File: src/hdl/rvmul_pkg.sv
// ----------------------------------------------------------------------------
// rvmul_pkg
// shared types and constants of the rv32i core with mul
// ----------------------------------------------------------------------------
package rvmul_pkg;

    localparam int MEM_BYTES = 65536;

    localparam logic [31:0] HALT_WORD = 32'h0ff0_0513;

    localparam logic [1:0] OP_WRITE   = 2'd0;
    localparam logic [1:0] OP_STEP    = 2'd1;
    localparam logic [1:0] OP_RESTART = 2'd2;

    localparam logic [1:0] ST_RUN  = 2'd0;
    localparam logic [1:0] ST_HALT = 2'd1;
    localparam logic [1:0] ST_ILL  = 2'd2;

    localparam logic [6:0] OPC_LUI    = 7'h37;
    localparam logic [6:0] OPC_AUIPC  = 7'h17;
    localparam logic [6:0] OPC_JAL    = 7'h6F;
    localparam logic [6:0] OPC_JALR   = 7'h67;
    localparam logic [6:0] OPC_BRANCH = 7'h63;
    localparam logic [6:0] OPC_LOAD   = 7'h03;
    localparam logic [6:0] OPC_STORE  = 7'h23;
    localparam logic [6:0] OPC_OPIMM  = 7'h13;
    localparam logic [6:0] OPC_OP     = 7'h33;

    localparam logic [6:0] F7_BASE = 7'h00;
    localparam logic [6:0] F7_ALT  = 7'h20;
    localparam logic [6:0] F7_MUL  = 7'h01;

    localparam logic [4:0] REG_A0 = 5'd10;

    typedef enum logic [1:0] {
        K_WRITE   = 2'd0,
        K_STEP    = 2'd1,
        K_RESTART = 2'd2,
        K_NONE    = 2'd3
    } t_kind;

    typedef struct packed {
        t_kind       kind;
        logic [15:0] addr;
        logic [7:0]  data;
    } t_item;

endpackage

File: src/hdl/rvmul_front.sv
// ----------------------------------------------------------------------------
// rvmul_front
// accepts words, classifies the operation and queues them for the core
// ----------------------------------------------------------------------------
module rvmul_front (
    input  logic                i_clk,
    input  logic                i_rst_n,
    input  logic                i_in_valid,
    output logic                o_in_ready,
    input  logic [1:0]          i_operation,
    input  logic [15:0]         i_load_address,
    input  logic [7:0]          i_load_byte,
    input  logic                i_hold,
    output logic                o_q_valid,
    output rvmul_pkg::t_item    o_item,
    input  logic                i_pop
);

    rvmul_pkg::t_item r_q [2];
    logic             r_wp, r_rp;
    logic [1:0]       r_cnt;
    logic [1:0]       n_cnt;
    logic             push, pop;
    rvmul_pkg::t_item w_item;

    always_comb begin
        w_item.addr = i_load_address;
        w_item.data = i_load_byte;
        case (i_operation)
            rvmul_pkg::OP_WRITE:   w_item.kind = rvmul_pkg::K_WRITE;
            rvmul_pkg::OP_STEP:    w_item.kind = rvmul_pkg::K_STEP;
            rvmul_pkg::OP_RESTART: w_item.kind = rvmul_pkg::K_RESTART;
            default:               w_item.kind = rvmul_pkg::K_NONE;
        endcase
    end

    assign o_in_ready = (r_cnt != 2'd2) && !i_hold;
    assign push       = i_in_valid && o_in_ready;
    assign pop        = i_pop && (r_cnt != 2'd0);
    assign o_q_valid  = (r_cnt != 2'd0);
    assign o_item     = r_q[r_rp];

    always_comb begin
        n_cnt = r_cnt + 2'(push) - 2'(pop);
    end

    always_ff @(posedge i_clk) begin
        if (!i_rst_n) begin
            r_wp  <= 1'b0;
            r_rp  <= 1'b0;
            r_cnt <= 2'd0;
        end else begin
            if (push) begin
                r_wp <= !r_wp;
            end
            if (pop) begin
                r_rp <= !r_rp;
            end
            r_cnt <= n_cnt;
        end
    end

    always_ff @(posedge i_clk) begin
        if (push) begin
            r_q[r_wp] <= w_item;
        end
    end

endmodule

File: config.mk
export PLATFORM = sky130hd
export DESIGN_NAME = rvmul_front
export DESIGN_NICKNAME = d
export VERILOG_FILES = /design/src/hdl/rvmul_pkg.sv /design/src/hdl/rvmul_front.sv
export SDC_FILE = /design/constraint.sdc
export NUM_CORES = 1
export LEC_CHECK = 0
export BUFFER_PORTS_ARGS = -buffer_cell sky130_fd_sc_hd__buf_2
export CAP_MARGIN = 40
export CORE_ASPECT_RATIO = 0.5
export CORE_MARGIN = 1
export CORE_UTILIZATION = 55
export CTS_CLUSTER_SIZE = 20
export DETAILED_ROUTE_END_ITERATION = 6
export HOLD_SLACK_MARGIN = 0.1
export MAX_ROUTING_LAYER = met4
export PLACE_DENSITY = 0.83
export SLEW_MARGIN = 10
export SYNTH_ARGS = -nofsm -noshare
export SYNTH_HDL_FRONTEND = slang
export SYNTH_SLANG_ARGS = --single-unit
File: constraint.sdc
create_clock -name i_clk -period 5.7 [get_ports i_clk]
set_clock_uncertainty 0.15 [all_clocks]
set_input_delay 1.14 -clock i_clk [delete_from_list [all_inputs] [get_ports i_clk]]
set_output_delay 1.14 -clock i_clk [all_outputs]
set_load 0.01 [all_outputs]
==> reports/metrics.sh <==
OUTCOME='finished, final reports clean'
POST-ROUTE-UTIL_PCT=74.6
FINAL_COMMON_CELL='buf_2'
WORST-SETUP-PATH-TYPE='reg -> out'
ANTENNA_VIOLATIONS_BEFORE_REPAIR=0
CRIT_FANOUT=16
ROUTED_VIAS=1124
TRITONCTS='yes'
COUNT_OF_FILLER_CELLS_INSERTED_IN_THE_LAYOUT=239
POST_CTS.RESIZED_INSTANCES=0
PLACE.DETAILED.INSTANCES=218
SEQ_AREA_SQ_MM=0.00166
AVGSYNTHCELLAREA_SQ_UM=19.3
TIMING.MAX_CAP.VIOLATIONS=0
SLEW_VIOL_FINAL=0
YOSYSSEQAREASHARE_PCT=77.8
RRSETUPSLACK_NS=3.89
PORTION_OF_THE_CLOCK_CYCLE_CONSUMED_BY_THE_WORST_PATH_IN_THE_FINAL_LAYOUT_PCT=53.7
CTS.CLK_SLEW.WORST_PATHS_NS=0.06
NUMBER_OF_ANTENNA_CELLS_INSERTED=0
SLEW_HEADROOM_PCT=57.8
AREA_GROWTH_SYN_TO_LAYOUT_PCT=24.5
WORST_SETUP_PATH_END_KIND='primary output'
FMAX_MHz=327
YOSYS_REGISTER_BITS=57
FP.DIEW_UM=90.2
GRT_UTIL_ALL_LAYERS_PCT=18.3
CTS-HTREE-LEVELS=3
MAPPEDNETLISTAREA_SQ_MM=0.00214
DP.FINAL_HPWL_MM=2.21
OVERALL_POWER_CONSUMPTION_mW=1.07
BUFFER_PORTS.INSERTED=58
DETAIL_ROUTE.WIRELENGTH_MM=3.33
DESIGN.FINAL.NETS=211
PLACE.GP.CONGESTION=0.676
CTS-HOLD-FIX-BUFFERS=0
LAYOUT-DRIVE-GT1-SHARE_PCT=40.3
FINALSETUPTNS_NS=0
SETUP_VIOL=0
CP.ARRIVAL_NS=1.77
VIAS_PER_CELL=4.84
INSERTION_DELAY_NS=0.32
CP-START-KIND='flip-flop'
CP.REQUIRED_NS=4.41
DRT_DRC_VIOLATIONS_LEFT=0
COREAREA_SQ_MM=0.00357
TOP_LEVEL_PORTS=59
PIN_SLEW_WITH_THE_LEAST_HEADROOM_TO_ITS_LIMIT_NS=0.632
GRT-OVFL-TOTAL=0
MOST_USED_CELLS_IN_THE_LAYOUT_EXCLUDING_FILL_AND_TAP_CELLS='buf_2 (58), edfxtp_1 (52), mux2_1 (26)'
DRT-WIRELENGTH-PER-CELL_UM=14.4
WIRE_LENGTH_OF_THE_FIRST_GLOBAL_ROUTING_PASS_MM=4.97
POWER_PER_CELL_AREA_mW_PER_MM2=401
HOLD_PATH_CLASS='reg -> reg'
CLOCK_PATH_BUFFERS=2
TIMING_HOLD_VIOLATIONS_FINAL=0
NUMBER_OF_SINKS_ON_THE_CLOCK_NET=57
RSZ_0062_RAISED_AFTER_GLOBAL_ROUTING='false'
FIRST_ITER_VIOLATIONS=76
LARGEST_NET_DEGREE_AT_THE_START_OF_GLOBAL_ROUTING=27
YS_TYPES=22
CLOCK_TREE_ROOT_DRIVER_CELL='clkbuf_8'
YOSYS_WARNINGS=0
ROUTE.ANTENNA.REMAINING_NETS=0
FIRST_PASS_ITERS=4
STATIC-LEAKAGE-POWER_nW=1.04
PLACEMENTROWS=15
DIE_Y_UM=46.1
POSTSYNTHNETCOUNT=144
VIA_COUNT_OF_THE_FIRST_GLOBAL_ROUTING_PASS=1070
VDD_DROP_MAX_mV=0.266
DIE_AREA_SQ_MM=0.00415
CTS_POST_SETUP_BUFFERS_INSERTED=0
MULTI_INPUT_AREA_SQ_UM=429
FINAL_CELL_COUNT_NO_FILL=232
CTS_INSERTED_BUFFERS=9
FIN_CRIT_NS=3.06
SYN-INSTANCE-COUNT=111
INITIAL_CORE_UTIL_PCT=59.9
-- routing by layer --
metal  global-route usage (%)  up-vias  routed length (um)
li1                         -      551                   -
met1                     19.5      533                1380
met2                     29.0       34                1700
met3                     9.24        6                 203
met4                     9.68        0                  46
met5                        -        -                   0
-- path summary, 6_finish.rpt --
check,startpoint,to,cells past startpoint
setup / recovery,flip-flop,o_item[3],3
hold / removal,r_wp,r_wp,2
setup reg to reg,r_cnt[1],r_cnt[1],9
hold reg to reg,r_wp,r_wp,2
-- cell usage after synthesis --
master	number	area (sq um)
a21oi_1	1	5.00
and2_1	2	12.5
and3_1	1	6.26
buf_2	1	5.00
buf_6	2	22.5
clkbuf_1	2	7.51
dfxtp_1	5	100
edfxtp_1	52	1560
ha_1	2	25.0
inv_1	3	11.3
mux2_1	26	293
nand2_1	1	3.75
nand2b_1	1	6.26
nor2_1	4	15.0
nor2b_4	1	13.8
nor3_1	1	5.00
o21a_2	1	8.76
o21ai_0	1	5.00
or2_2	1	6.26
or3_1	1	6.26
xnor2_1	1	8.76
xor2_1	1	8.76
-- per-stage QoR --
step / hold WS [ns] / cell area [sq um] / setup WS [ns]
after global routing: 0.385 / 2660 / 2.58
after detailed placement: 0.344 / 2520 / 2.88
after floorplan: 0.308 / 2140 / 3.04
final: 0.368 / 2660 / 2.64
after CTS: 0.363 / 2660 / 2.62
after global placement: 0.322 / 2460 / 2.70
-- critical path, stage by stage, from the launching register on --
cell	delay, ns
dfxtp_1	0.72
buf_16	0.23
mux2_1	0.34
buf_2	0.15
-- cell families after synthesis --
family	synth area share, %
compound gates	0.878
xor+xnor	0.820
fa+ha+maj	1.17
buf+inv	2.17
flops	77.8
mux	13.7
simple gates	3.51
-- power by group --
group / internal, mW / switching, mW / leakage (nW)
Clock: 0.150 / 0.133 / 0.0714
Sequential: 0.501 / 0.0292 / 0.518
Combinational: 0.132 / 0.122 / 0.448
-- cell type report --
cell class / instances / share of cell area, %
tap: 51 / 2.40
multi-input combinational: 46 / 16.1
timing repair buffer: 61 / 13.3
inverter: 3 / 0.423
clock inverter: 2 / 0.282
clock buffer: 12 / 5.08
sequential: 57 / 62.4
-- sequential cells by signal, indices dropped and copies added, names as in the netlist, named ones only --
name,flops
r_wp,1
r_q,52
r_rp,1
r_cnt,2
(Power assumes the default switching activity.)
